<file path="config.mk">
export PLATFORM = sky130hd
export DESIGN_NAME = mandelbrot_escape_hue_pixel
export DESIGN_NICKNAME = d
export VERILOG_FILES = /design/src/sv/mehp_pkg.sv /design/src/sv/mehp_mul.sv /design/src/sv/mehp_div.sv /design/src/sv/mandelbrot_escape_hue_pixel.sv
export SDC_FILE = /design/constraint.sdc
export NUM_CORES = 2
export LEC_CHECK = 0
export BUFFER_PORTS_ARGS = -buffer_cell sky130_fd_sc_hd__clkbuf_2
export CAP_MARGIN = 20
export CELL_PAD_IN_SITES_DETAIL_PLACEMENT = 0
export CELL_PAD_IN_SITES_GLOBAL_PLACEMENT = 2
export CORE_ASPECT_RATIO = 0.5
export CORE_UTILIZATION = 35
export DETAILED_ROUTE_END_ITERATION = 10
export PLACE_DENSITY_LB_ADDON = 0.25
export SYNTH_ARGS = -nofsm -noshare
export SYNTH_HDL_FRONTEND = slang
export SYNTH_SLANG_ARGS = --single-unit
</file>
<file path="constraint.sdc">
create_clock -name i_clk -period 11.2 [get_ports i_clk]
set_input_delay 2.24 -clock i_clk [delete_from_list [all_inputs] [get_ports i_clk]]
set_output_delay 2.24 -clock i_clk [all_outputs]
set_load 0.02 [all_outputs]
</file>
<file path="src/sv/mehp_pkg.sv">
// Shared constants and types of the escape-time hue pixel block.
package mehp_pkg;

    // Coordinate format and iteration counter
    localparam int COORD_WIDTH = 32;
    localparam int FRAC_BITS   = 28;
    localparam int COUNT_WIDTH = 10;

    // Full product width of one coordinate multiply
    localparam int PROD_WIDTH = 2 * COORD_WIDTH;

    // Color arithmetic: 6*n and 255*v widths, divider step counter
    localparam int SIX_WIDTH  = COUNT_WIDTH + 3;
    localparam int DIV_WIDTH  = COUNT_WIDTH + 8;
    localparam int DCNT_WIDTH = $clog2(DIV_WIDTH + 1);

    // Stream widths, rounded up to whole bytes
    localparam int IN_DATA_WIDTH  = ((2 * COORD_WIDTH + 7) / 8) * 8;
    localparam int OUT_DATA_WIDTH = ((COUNT_WIDTH + 24 + 7) / 8) * 8;

    localparam logic [COUNT_WIDTH-1:0] MAX_ITER_RESET = COUNT_WIDTH'(120);

    // Escape box (|part| > 4) and magnitude threshold (|z|^2 > 16)
    localparam logic signed [PROD_WIDTH-1:0] Z_LIMIT     = PROD_WIDTH'(4) << FRAC_BITS;
    localparam logic signed [PROD_WIDTH-1:0] Z_LIMIT_NEG = -Z_LIMIT;
    localparam logic signed [PROD_WIDTH-1:0] MAG_LIMIT   =
        PROD_WIDTH'(1) << (2 * FRAC_BITS + 4);

    localparam logic [7:0] CH_FULL = 8'hFF;

    // Divider request and response
    typedef struct packed {
        logic                   start;
        logic [DIV_WIDTH-1:0]   dividend;
        logic [COUNT_WIDTH-1:0] divisor;
    } t_div_req;

    typedef struct packed {
        logic                   done;
        logic [DIV_WIDTH-1:0]   quot;
        logic [COUNT_WIDTH-1:0] rem;
    } t_div_rsp;

endpackage

</file>
<file path="src/sv/mehp_mul.sv">
// Shared signed coordinate multiplier with a registered product.
module mehp_mul (
    input  logic                                     i_clk,
    input  logic                                     i_en,
    input  logic signed [mehp_pkg::COORD_WIDTH-1:0]  i_a,
    input  logic signed [mehp_pkg::COORD_WIDTH-1:0]  i_b,
    output logic signed [mehp_pkg::PROD_WIDTH-1:0]   o_p
);
    import mehp_pkg::*;

    logic signed [PROD_WIDTH-1:0] r_p;

    // full-precision product, held until the next enabled cycle
    always_ff @(posedge i_clk) begin
        if (i_en) begin
            r_p <= PROD_WIDTH'(i_a) * PROD_WIDTH'(i_b);
        end
    end

    assign o_p = r_p;

endmodule

</file>
<file path="src/sv/mehp_div.sv">
// Restoring divider, one quotient bit per cycle, for the hue arithmetic.
module mehp_div (
    input  logic               i_clk,
    input  logic               i_rst_n,
    input  mehp_pkg::t_div_req i_req,
    output mehp_pkg::t_div_rsp o_rsp
);
    import mehp_pkg::*;

    logic                   r_busy;
    logic                   r_done;
    logic [DCNT_WIDTH-1:0]  r_cnt;
    logic [DIV_WIDTH-1:0]   r_quo;
    logic [COUNT_WIDTH-1:0] r_rem;
    logic [COUNT_WIDTH-1:0] r_dvs;

    logic [COUNT_WIDTH:0]   trial;
    logic [COUNT_WIDTH:0]   diff;
    logic                   fits;

    // one trial subtraction per step
    always_comb begin
        trial = {r_rem, r_quo[DIV_WIDTH-1]};
        diff  = trial - {1'b0, r_dvs};
        fits  = (trial >= {1'b0, r_dvs});
    end

    // step control
    always_ff @(posedge i_clk) begin
        if (!i_rst_n) begin
            r_busy <= 1'b0;
            r_done <= 1'b0;
            r_cnt  <= '0;
        end else begin
            r_done <= 1'b0;
            if (i_req.start) begin
                r_busy <= 1'b1;
                r_cnt  <= DCNT_WIDTH'(DIV_WIDTH);
            end else if (r_busy) begin
                r_cnt <= r_cnt - 1'b1;
                if (r_cnt == DCNT_WIDTH'(1)) begin
                    r_busy <= 1'b0;
                    r_done <= 1'b1;
                end
            end
        end
    end

    // partial remainder and quotient shift
    always_ff @(posedge i_clk) begin
        if (i_req.start) begin
            r_quo <= i_req.dividend;
            r_rem <= '0;
            r_dvs <= i_req.divisor;
        end else if (r_busy) begin
            r_rem <= fits ? diff[COUNT_WIDTH-1:0] : trial[COUNT_WIDTH-1:0];
            r_quo <= {r_quo[DIV_WIDTH-2:0], fits};
        end
    end

    assign o_rsp.done = r_done;
    assign o_rsp.quot = r_quo;
    assign o_rsp.rem  = r_rem;

endmodule

</file>
<file path="src/sv/mandelbrot_escape_hue_pixel.sv">
// Top level: escape-time test of one complex point with a hue color.
//
// One point c (Q4.28 real and imaginary parts) enters per input beat and one
// result beat leaves for it. The block works on one point at a time and takes
// no new point until the current one is done; a finished result waits in the
// output register, so the next point is taken while it is still unclaimed.
// Each iteration step runs through S_MXX, S_MYY, S_MXY and S_UPD: x*x, y*y and
// x*y go one after another through the single shared 32x32 multiplier, then
// S_UPD forms the new z and tests the escape box; the magnitude test of a step
// rides on the squares of the next one. With an iteration limit L, a point
// inside the set has its result ready once its step count reaches L. A point
// that escapes leaves by the box test or by the magnitude test, and then
// passes twice through the 18-step bit-serial divider that forms the hue
// sector and ramp. The sequencer returns to its idle state after each result
// before the next point is taken. The iteration limit resets to 120 and is
// written through the config channel, which is always ready; write it only
// while no point is in flight.
module mandelbrot_escape_hue_pixel (
    input  logic                                   i_clk,
    input  logic                                   i_rst_n,
    // config: iteration limit
    input  logic                                   i_cfg_valid,
    output logic                                   o_cfg_ready,
    input  logic [mehp_pkg::COUNT_WIDTH-1:0]       i_cfg_data,
    // input beat: c_re, c_im
    input  logic                                   s_axis_tvalid,
    output logic                                   s_axis_tready,
    input  logic [mehp_pkg::IN_DATA_WIDTH-1:0]     s_axis_tdata,
    // output beat: escape_count, red, green, blue, zero pad
    output logic                                   m_axis_tvalid,
    input  logic                                   m_axis_tready,
    output logic [mehp_pkg::OUT_DATA_WIDTH-1:0]    m_axis_tdata,
    // tuser: in_set
    output logic [0:0]                             m_axis_tuser
);
    import mehp_pkg::*;

    // hue sectors of 60 degrees
    localparam logic [2:0] SEC_R_GUP = 3'd0;
    localparam logic [2:0] SEC_G_RDN = 3'd1;
    localparam logic [2:0] SEC_G_BUP = 3'd2;
    localparam logic [2:0] SEC_B_GDN = 3'd3;
    localparam logic [2:0] SEC_B_RUP = 3'd4;

    typedef enum logic [3:0] {
        S_IDLE,
        S_MXX,
        S_MYY,
        S_MXY,
        S_UPD,
        S_D1GO,
        S_D1WAIT,
        S_RAMP,
        S_D2GO,
        S_D2WAIT,
        S_DONE
    } t_state;

    t_state                        r_state;
    logic [COUNT_WIDTH-1:0]        r_max;
    logic signed [COORD_WIDTH-1:0] r_cr;
    logic signed [COORD_WIDTH-1:0] r_ci;
    logic signed [COORD_WIDTH-1:0] r_x;
    logic signed [COORD_WIDTH-1:0] r_y;
    logic [COUNT_WIDTH-1:0]        r_n;
    logic                          r_chk;
    logic signed [PROD_WIDTH-1:0]  r_xx;
    logic signed [PROD_WIDTH-1:0]  r_dif;
    logic [2:0]                    r_sec;
    logic [COUNT_WIDTH-1:0]        r_rem;
    logic [DIV_WIDTH-1:0]          r_num;
    logic                          r_res_in;
    logic [7:0]                    r_res_red;
    logic [7:0]                    r_res_green;
    logic [7:0]                    r_res_blue;
    logic                          r_o_valid;
    logic [COUNT_WIDTH-1:0]        r_o_cnt;
    logic                          r_o_in;
    logic [7:0]                    r_o_red;
    logic [7:0]                    r_o_green;
    logic [7:0]                    r_o_blue;

    logic                          mul_en;
    logic signed [COORD_WIDTH-1:0] mul_a;
    logic signed [COORD_WIDTH-1:0] mul_b;
    logic signed [PROD_WIDTH-1:0]  prod;
    logic signed [PROD_WIDTH-1:0]  mag;
    logic signed [PROD_WIDTH-1:0]  dif;
    logic signed [PROD_WIDTH-1:0]  nx;
    logic signed [PROD_WIDTH-1:0]  ny;
    logic                          box_out;
    logic [SIX_WIDTH-1:0]          six;
    logic [COUNT_WIDTH-1:0]        ramp_base;
    logic [DIV_WIDTH-1:0]          num;
    logic [7:0]                    ramp;
    logic [7:0]                    col_red;
    logic [7:0]                    col_green;
    logic [7:0]                    col_blue;
    t_div_req                      div_req;
    t_div_rsp                      div_rsp;

    // operand select for the shared multiplier
    always_comb begin
        mul_en = 1'b1;
        mul_a  = r_x;
        mul_b  = r_x;
        unique case (r_state)
            S_MXX: begin
                mul_a = r_x;
                mul_b = r_x;
            end
            S_MYY: begin
                mul_a = r_y;
                mul_b = r_y;
            end
            S_MXY: begin
                mul_a = r_x;
                mul_b = r_y;
            end
            default: begin
                mul_en = 1'b0;
            end
        endcase
    end

    mehp_mul u_mul (
        .i_clk (i_clk),
        .i_en  (mul_en),
        .i_a   (mul_a),
        .i_b   (mul_b),
        .o_p   (prod)
    );

    // iteration datapath: |z|^2 of the previous step, new z, escape box
    always_comb begin
        mag     = r_xx + prod;
        dif     = r_xx - prod;
        nx      = (r_dif >>> FRAC_BITS) + PROD_WIDTH'(r_cr);
        ny      = (prod >>> (FRAC_BITS - 1)) + PROD_WIDTH'(r_ci);
        box_out = (nx > Z_LIMIT) || (nx < Z_LIMIT_NEG) ||
                  (ny > Z_LIMIT) || (ny < Z_LIMIT_NEG);
    end

    // hue arithmetic: 6n, then 255 * (ramp fraction numerator)
    always_comb begin
        six       = (SIX_WIDTH'(r_n) << 2) + (SIX_WIDTH'(r_n) << 1);
        // odd sector falls, even sector rises
        ramp_base = r_sec[0] ? (r_max - r_rem) : r_rem;
        num       = (DIV_WIDTH'(ramp_base) << 8) - DIV_WIDTH'(ramp_base);
    end

    // divider requests: first 6n / max, then 255*v / max
    always_comb begin
        div_req.start    = (r_state == S_D1GO) || (r_state == S_D2GO);
        div_req.dividend = (r_state == S_D1GO) ? DIV_WIDTH'(six) : r_num;
        div_req.divisor  = r_max;
    end

    mehp_div u_div (
        .i_clk   (i_clk),
        .i_rst_n (i_rst_n),
        .i_req   (div_req),
        .o_rsp   (div_rsp)
    );

    // sector to RGB
    always_comb begin
        ramp      = div_rsp.quot[7:0];
        col_red   = '0;
        col_green = '0;
        col_blue  = '0;
        unique case (r_sec)
            SEC_R_GUP: begin
                col_red   = CH_FULL;
                col_green = ramp;
            end
            SEC_G_RDN: begin
                col_red   = ramp;
                col_green = CH_FULL;
            end
            SEC_G_BUP: begin
                col_green = CH_FULL;
                col_blue  = ramp;
            end
            SEC_B_GDN: begin
                col_green = ramp;
                col_blue  = CH_FULL;
            end
            SEC_B_RUP: begin
                col_red   = ramp;
                col_blue  = CH_FULL;
            end
            default: begin
                col_red   = CH_FULL;
                col_blue  = ramp;
            end
        endcase
    end

    // sequencer, config register and output register
    always_ff @(posedge i_clk) begin
        if (!i_rst_n) begin
            r_state   <= S_IDLE;
            r_max     <= MAX_ITER_RESET;
            r_chk     <= 1'b0;
            r_o_valid <= 1'b0;
        end else begin
            if (i_cfg_valid) begin
                r_max <= i_cfg_data;
            end
            // the done state reloads the output register itself
            if (r_o_valid && m_axis_tready && (r_state != S_DONE)) begin
                r_o_valid <= 1'b0;
            end
            unique case (r_state)
                S_IDLE: begin
                    if (s_axis_tvalid) begin
                        r_cr    <= s_axis_tdata[COORD_WIDTH-1:0];
                        r_ci    <= s_axis_tdata[2*COORD_WIDTH-1:COORD_WIDTH];
                        r_x     <= s_axis_tdata[COORD_WIDTH-1:0];
                        r_y     <= s_axis_tdata[2*COORD_WIDTH-1:COORD_WIDTH];
                        r_n     <= '0;
                        r_chk   <= 1'b0;
                        r_state <= S_MXX;
                    end
                end
                S_MXX: begin
                    r_state <= S_MYY;
                end
                S_MYY: begin
                    r_xx    <= prod;
                    r_state <= S_MXY;
                end
                S_MXY: begin
                    r_dif <= dif;
                    // magnitude test of the previous step uses this step's squares
                    priority if (r_chk && (mag > MAG_LIMIT)) begin
                        r_n     <= r_n - 1'b1;
                        r_state <= S_D1GO;
                    end else if (r_n == r_max) begin
                        r_res_in    <= 1'b1;
                        r_res_red   <= '0;
                        r_res_green <= '0;
                        r_res_blue  <= '0;
                        r_state     <= S_DONE;
                    end else begin
                        r_state <= S_UPD;
                    end
                end
                S_UPD: begin
                    if (box_out) begin
                        r_state <= S_D1GO;
                    end else begin
                        r_x     <= nx[COORD_WIDTH-1:0];
                        r_y     <= ny[COORD_WIDTH-1:0];
                        r_n     <= r_n + 1'b1;
                        r_chk   <= 1'b1;
                        r_state <= S_MXX;
                    end
                end
                S_D1GO: begin
                    r_state <= S_D1WAIT;
                end
                S_D1WAIT: begin
                    if (div_rsp.done) begin
                        r_sec   <= div_rsp.quot[2:0];
                        r_rem   <= div_rsp.rem;
                        r_state <= S_RAMP;
                    end
                end
                S_RAMP: begin
                    r_num   <= num;
                    r_state <= S_D2GO;
                end
                S_D2GO: begin
                    r_state <= S_D2WAIT;
                end
                S_D2WAIT: begin
                    if (div_rsp.done) begin
                        r_res_in    <= 1'b0;
                        r_res_red   <= col_red;
                        r_res_green <= col_green;
                        r_res_blue  <= col_blue;
                        r_state     <= S_DONE;
                    end
                end
                S_DONE: begin
                    if (!r_o_valid || m_axis_tready) begin
                        r_o_valid <= 1'b1;
                        r_o_cnt   <= r_n;
                        r_o_in    <= r_res_in;
                        r_o_red   <= r_res_red;
                        r_o_green <= r_res_green;
                        r_o_blue  <= r_res_blue;
                        r_state   <= S_IDLE;
                    end
                end
                default: begin
                    r_state <= S_IDLE;
                end
            endcase
        end
    end

    // ports
    assign o_cfg_ready   = 1'b1;
    assign s_axis_tready = (r_state == S_IDLE);
    assign m_axis_tvalid = r_o_valid;
    assign m_axis_tdata  = OUT_DATA_WIDTH'({r_o_blue, r_o_green, r_o_red, r_o_cnt});
    assign m_axis_tuser  = r_o_in;

    // z carried into a checked step lies inside the escape box
    a_z_in_box: assert property (@(posedge i_clk) disable iff (!i_rst_n)
        (r_chk && (r_state == S_MXX)) |->
        ((PROD_WIDTH'(r_x) <= Z_LIMIT) && (PROD_WIDTH'(r_x) >= Z_LIMIT_NEG) &&
         (PROD_WIDTH'(r_y) <= Z_LIMIT) && (PROD_WIDTH'(r_y) >= Z_LIMIT_NEG)))
        else $error("iterate left the escape box unflagged");

    // divider finishes only while the sequencer waits for it
    a_div_done: assert property (@(posedge i_clk) disable iff (!i_rst_n)
        div_rsp.done |-> ((r_state == S_D1WAIT) || (r_state == S_D2WAIT)))
        else $error("divider result arrived outside a wait state");

    // a point in the set is black
    a_in_set_black: assert property (@(posedge i_clk) disable iff (!i_rst_n)
        (m_axis_tvalid && m_axis_tuser[0]) |->
        ((r_o_red == '0) && (r_o_green == '0) && (r_o_blue == '0)))
        else $error("in-set result carries a color");

    // an accepted point starts at step zero with no pending magnitude test
    a_start: assert property (@(posedge i_clk) disable iff (!i_rst_n)
        (s_axis_tvalid && s_axis_tready) |=>
        ((r_state == S_MXX) && (r_n == '0) && !r_chk))
        else $error("iteration did not start cleanly");

endmodule
</file>
==> flow_summary.rst <==
.. list-table::
   :header-rows: 1

   * - Metric
     - Value
   * - Result of the run
     - complete, no violations
   * - Final-report max-slew violation count
     - 0
   * - Proportion of register bits with asynchronous set or reset after synthesis
     - 0%
   * - Kind of path behind the tightest hold check
     - reg -> reg
   * - Yosys synthesis warning count
     - 0
   * - Count of buffers inserted at the top-level ports
     - 115
   * - Top layer used by detailed routing
     - met5
   * - Non-Filler Instances
     - 9567
   * - Hold wc startpoint
     - r_res_in
   * - Setup repair after global routing missed its margin
     - false
   * - Top area cells in the synthesized netlist
     - fa_1, edfxtp_1, ha_1
   * - Part of the Yosys area used for sequential elements
     - 20.3%
   * - CTS tree
     - built
   * - Total length of routed met2 wires
     - 103 mm
   * - Number of remaining DRC errors
     - 0
   * - Number of antenna violations at the first check in global routing
     - 6
   * - Number of max-cap violations
     - 0
   * - Synthesized flop and latch total
     - approximately 450
   * - Share of the synthesized area in the top cell type
     - between 30% and 40%
   * - Max Fanout on Critical Path
     - 24
   * - Synthesis-to-finish area growth
     - 10.0%
   * - Depth of the worst register-to-register path
     - 33
   * - DRT Pass-1 Iters
     - 5
   * - Buffers from clock root to sink, at most
     - 3
   * - FF-to-FF setup slack
     - ~0.43 ns
   * - Via count of the first global-routing pass
     - just over 50000
   * - Worst Hold Path Cells
     - 0
   * - Die Width
     - between 600 and 700 um
   * - Detailed-routing wirelength on met1
     - 113 mm
   * - Clk Tree Root Cell
     - clkbuf_16
   * - Count of H-tree levels built during CTS
     - 2
   * - Total track usage
     - around 26%
   * - Multi-input gate area in the final layout
     - between 40000 and 50000 um2
   * - Clock Latency Late Sink
     - between 0.6 and 0.7 ns
   * - Skew final
     - ~0.027 ns
   * - Total met3 wirelength after detailed routing
     - roughly 20 mm
   * - Starting density of the core
     - 35.5%
   * - Count of fill cells added during filler insertion
     - 18700
   * - Most common flop cell mapped by yosys
     - edfxtp_1
   * - Post-DR wirelength/cell
     - about 25 um
   * - Quantity of hold-fixing buffers added after cts
     - 0
   * - Die footprint
     - roughly 190000 um2
   * - Wire length reported by the detailed router
     - between 200 and 250 mm
   * - Number of unique standard cell types used by synthesis
     - roughly 100
   * - Post-synth EDFFs
     - approximately 420
   * - Vias per Instance
     - approximately 5.2
   * - Wire length of the first global-routing pass
     - between 300 and 400 mm
   * - Post-synthesis instance total
     - just under 7000
   * - Maximum number of pins on one net before global-route repair
     - 67
   * - Storage element area
     - roughly 13000 um2
   * - Tmin final
     - roughly 11 ns
   * - Required time at the endpoint of the critical path
     - ~12 ns
   * - Ratio of cells with drive above 1 in the final layout
     - 7.71%
   * - Post-CTS clock slew at the launch and capture registers of the worst setup and hold paths
     - approximately 0.060 ns
   * - Number of top-level pins
     - approximately 120
   * - Worst reg2reg endpoint
     - u_mul.o_p[60]
   * - Number of placed instances, taps included
     - between 9000 and 10000
   * - Final worst hold slack
     - around 0.42 ns
   * - Total overflow reported by the global router
     - 0
   * - Placeable core region
     - ~180000 um2
   * - Slowest stage delay, CP
     - ~0.76 ns
   * - Number of nets in the final layout
     - around 8600
   * - Number of sinks handled by clock tree synthesis
     - 454
   * - Most frequent cell on the critical path
     - fa_1
   * - DR vias
     - between 40000 and 50000
   * - CTS buffer count
     - 54
   * - Global placement routability congestion
     - approximately 0.9
   * - Post-synthesis instance area
     - about 65000 um2
   * - Share of the core filled with cells in the final layout
     - 39.0%
   * - Final antenna-violating net count
     - 0
   * - Final TNS setup
     - 0 ns
   * - Ratio of final minimum period to clock period
     - a little over nine tenths
   * - Final hold violation count
     - 0
   * - Slowest stage cell on the critical path
     - mux2i_4
   * - First DRT Iteration DRCs
     - between 3000 and 4000
   * - Actual slew at the worst max-slew pin
     - approximately 1.1 ns
   * - Launching element type of the critical path
     - flip-flop
   * - Startpoint of the most critical register-to-register path
     - r_state[3]
   * - FMAX
     - ~0.093 GHz
   * - Number of standard-cell rows in the floorplan
     - ~110
   * - Final setup vio count
     - 0
   * - HPWL Detailed
     - roughly 200 mm
   * - Worst EP arrival
     - roughly 11 ns
   * - Max-slew headroom at the worst pin
     - 25.9%
   * - Largest area contributor in the synthesized netlist
     - fa_1
   * - Worst hold path endpoint
     - m_axis_tuser
   * - Mean area per synthesized cell
     - ~9.4 um2
   * - Die extent in y
     - 308 um
   * - Class of the most critical setup path
     - reg -> reg
   * - Endpoint kind of the worst setup timing path
     - flip-flop
-- flip-flops by register name (all words and copies together), names as in the netlist, 10 cells and up --
name	cells
r_num	18
r_max	10
u_div.r_quo	18
r_rem	10
r_x	32
r_o_cnt	10
u_div.r_dvs	10
r_y	32
r_dif	36
r_cr	32
u_mul.o_p	64
r_n	10
r_xx	64
r_ci	32
u_div.r_rem	10
-- Yosys cell counts (13+ instances only) --
library cell	instances
a21oi_1	263
a2111oi_0	13
nor2b_1	56
inv_2	16
and3_1	36
nor2_1	755
inv_1	1190
ha_1	426
clkbuf_1	230
buf_2	18
and2_1	39
buf_1	16
nand4_1	36
a211oi_1	50
xnor2_1	146
or3_1	31
edfxtp_1	421
mux2_2	34
o211ai_1	21
a21boi_0	19
nand2_1	843
mux2i_1	103
nor4_1	43
a21o_1	99
o21bai_1	35
o31ai_1	40
o22ai_1	22
o22a_1	13
nand3_1	76
o21ai_0	178
fa_1	1089
nand2b_1	44
nor3_1	77
a31oi_1	33
dfxtp_1	33
xor2_1	77
o31a_1	13
o21a_1	46
-- layout by cell type, fill, tap and decap left out, drive strengths merged, types with 34 or more instances in the layout --
| cell type | synthesis | final |
|---|---|---|
| xnor2 | 146 | 146 |
| o21a | 46 | 46 |
| buf | 42 | 198 |
| a211oi | 52 | 52 |
| nand4 | 37 | 37 |
| mux2i | 103 | 103 |
| ha | 426 | 426 |
| nor4 | 49 | 49 |
| nor2b | 56 | 56 |
| o21bai | 35 | 35 |
| clkbuf | 230 | 184 |
| o31ai | 41 | 41 |
| a21o | 99 | 99 |
| edfxtp | 421 | 421 |
| xor2 | 77 | 77 |
| fa | 1089 | 1089 |
| and2 | 40 | 40 |
| nand3 | 76 | 76 |
| nor3 | 78 | 78 |
| and3 | 36 | 36 |
| o21ai | 190 | 190 |
| inv | 1206 | 1207 |
| nand2b | 44 | 44 |
| mux2 | 34 | 34 |
| a21oi | 266 | 266 |
| nor2 | 756 | 756 |
| nand2 | 843 | 843 |
-- routing by layer --
layer,up-vias,GRT usage (%)
met2,1481,38.7
li1,22600,-
met1,25500,37.2
met4,6,6.29
met5,-,0
met3,250,6.21
-- repair_timing --
item,4_1_cts,5_1_grt
gates resized for setup,0,2
setup buffers,0,17
endpoints found under the setup margin,0,5
-- stage by stage --
stage	setup WS (ns)	area [um2]
2_1_floorplan	1.28	65400
3_3_place_gp	0.272	69800
3_5_place_dp	0.166	69800
4_1_cts	0.127	71700
5_1_grt	0.00676	71900
6_report	0.429	71900
-- how the worst max path moves through the flow --
| stage | endpoint | start | depth (start not counted) | slack, ns |
|---|---|---|---|---|
| finish | u_mul.o_p[60] | r_state[3] | 33 | 0.43 |
| floorplan | u_mul.o_p[60] | r_state[3] | 32 | 1.28 |
| global placement | u_mul.o_p[60] | r_state[3] | 35 | 0.27 |
| detailed placement | u_mul.o_p[60] | r_state[3] | 35 | 0.17 |
| CTS | u_mul.o_p[60] | r_state[3] | 35 | 0.13 |
| global route | u_mul.o_p[60] | r_state[3] | 33 | 0.007 |
-- cell families (layout without fill, tap and decap cells) --
kind of cell	count (synthesis)	after routing	share of synthesized area, %
AO/OA/AOI/OAI	1007	1007	10.3
XOR/XNOR	223	223	2.99
adder cells (fa/ha/maj)	1515	1515	41.5
buffers and inverters	1478	1620	8.57
flip-flops	454	454	20.3
multiplexers	137	137	2.16
other	2	8	0.0115
AND/OR/NAND/NOR	2117	2117	14.1
-- worst max-delay path: cells and delay by family, from the launching register on --
kind | cells | cell delay [ns]
AOI/OAI and AO/OA | 8 | 2.12
adders and majority gates | 9 | 4.37
buffers and inverters | 9 | 1.68
DFF | 1 | 0.30
muxes | 2 | 0.85
and+or+nand+nor | 5 | 1.14
-- cell type report --
type / count / share of cell area (%)
Antenna cell: 1 / 0.00348
Clock buffer: 68 / 2.01
Clock inverter: 32 / 0.614
Inverter: 1206 / 6.30
Multi-Input combinational cell: 5006 / 65.1
Sequential cell: 454 / 18.5
Tap cell: 2486 / 4.32
Timing Repair Buffer: 314 / 3.16
Power is not shown: default switching activity piles up to over one toggle a cycle in this logic, so the estimate is an artifact.
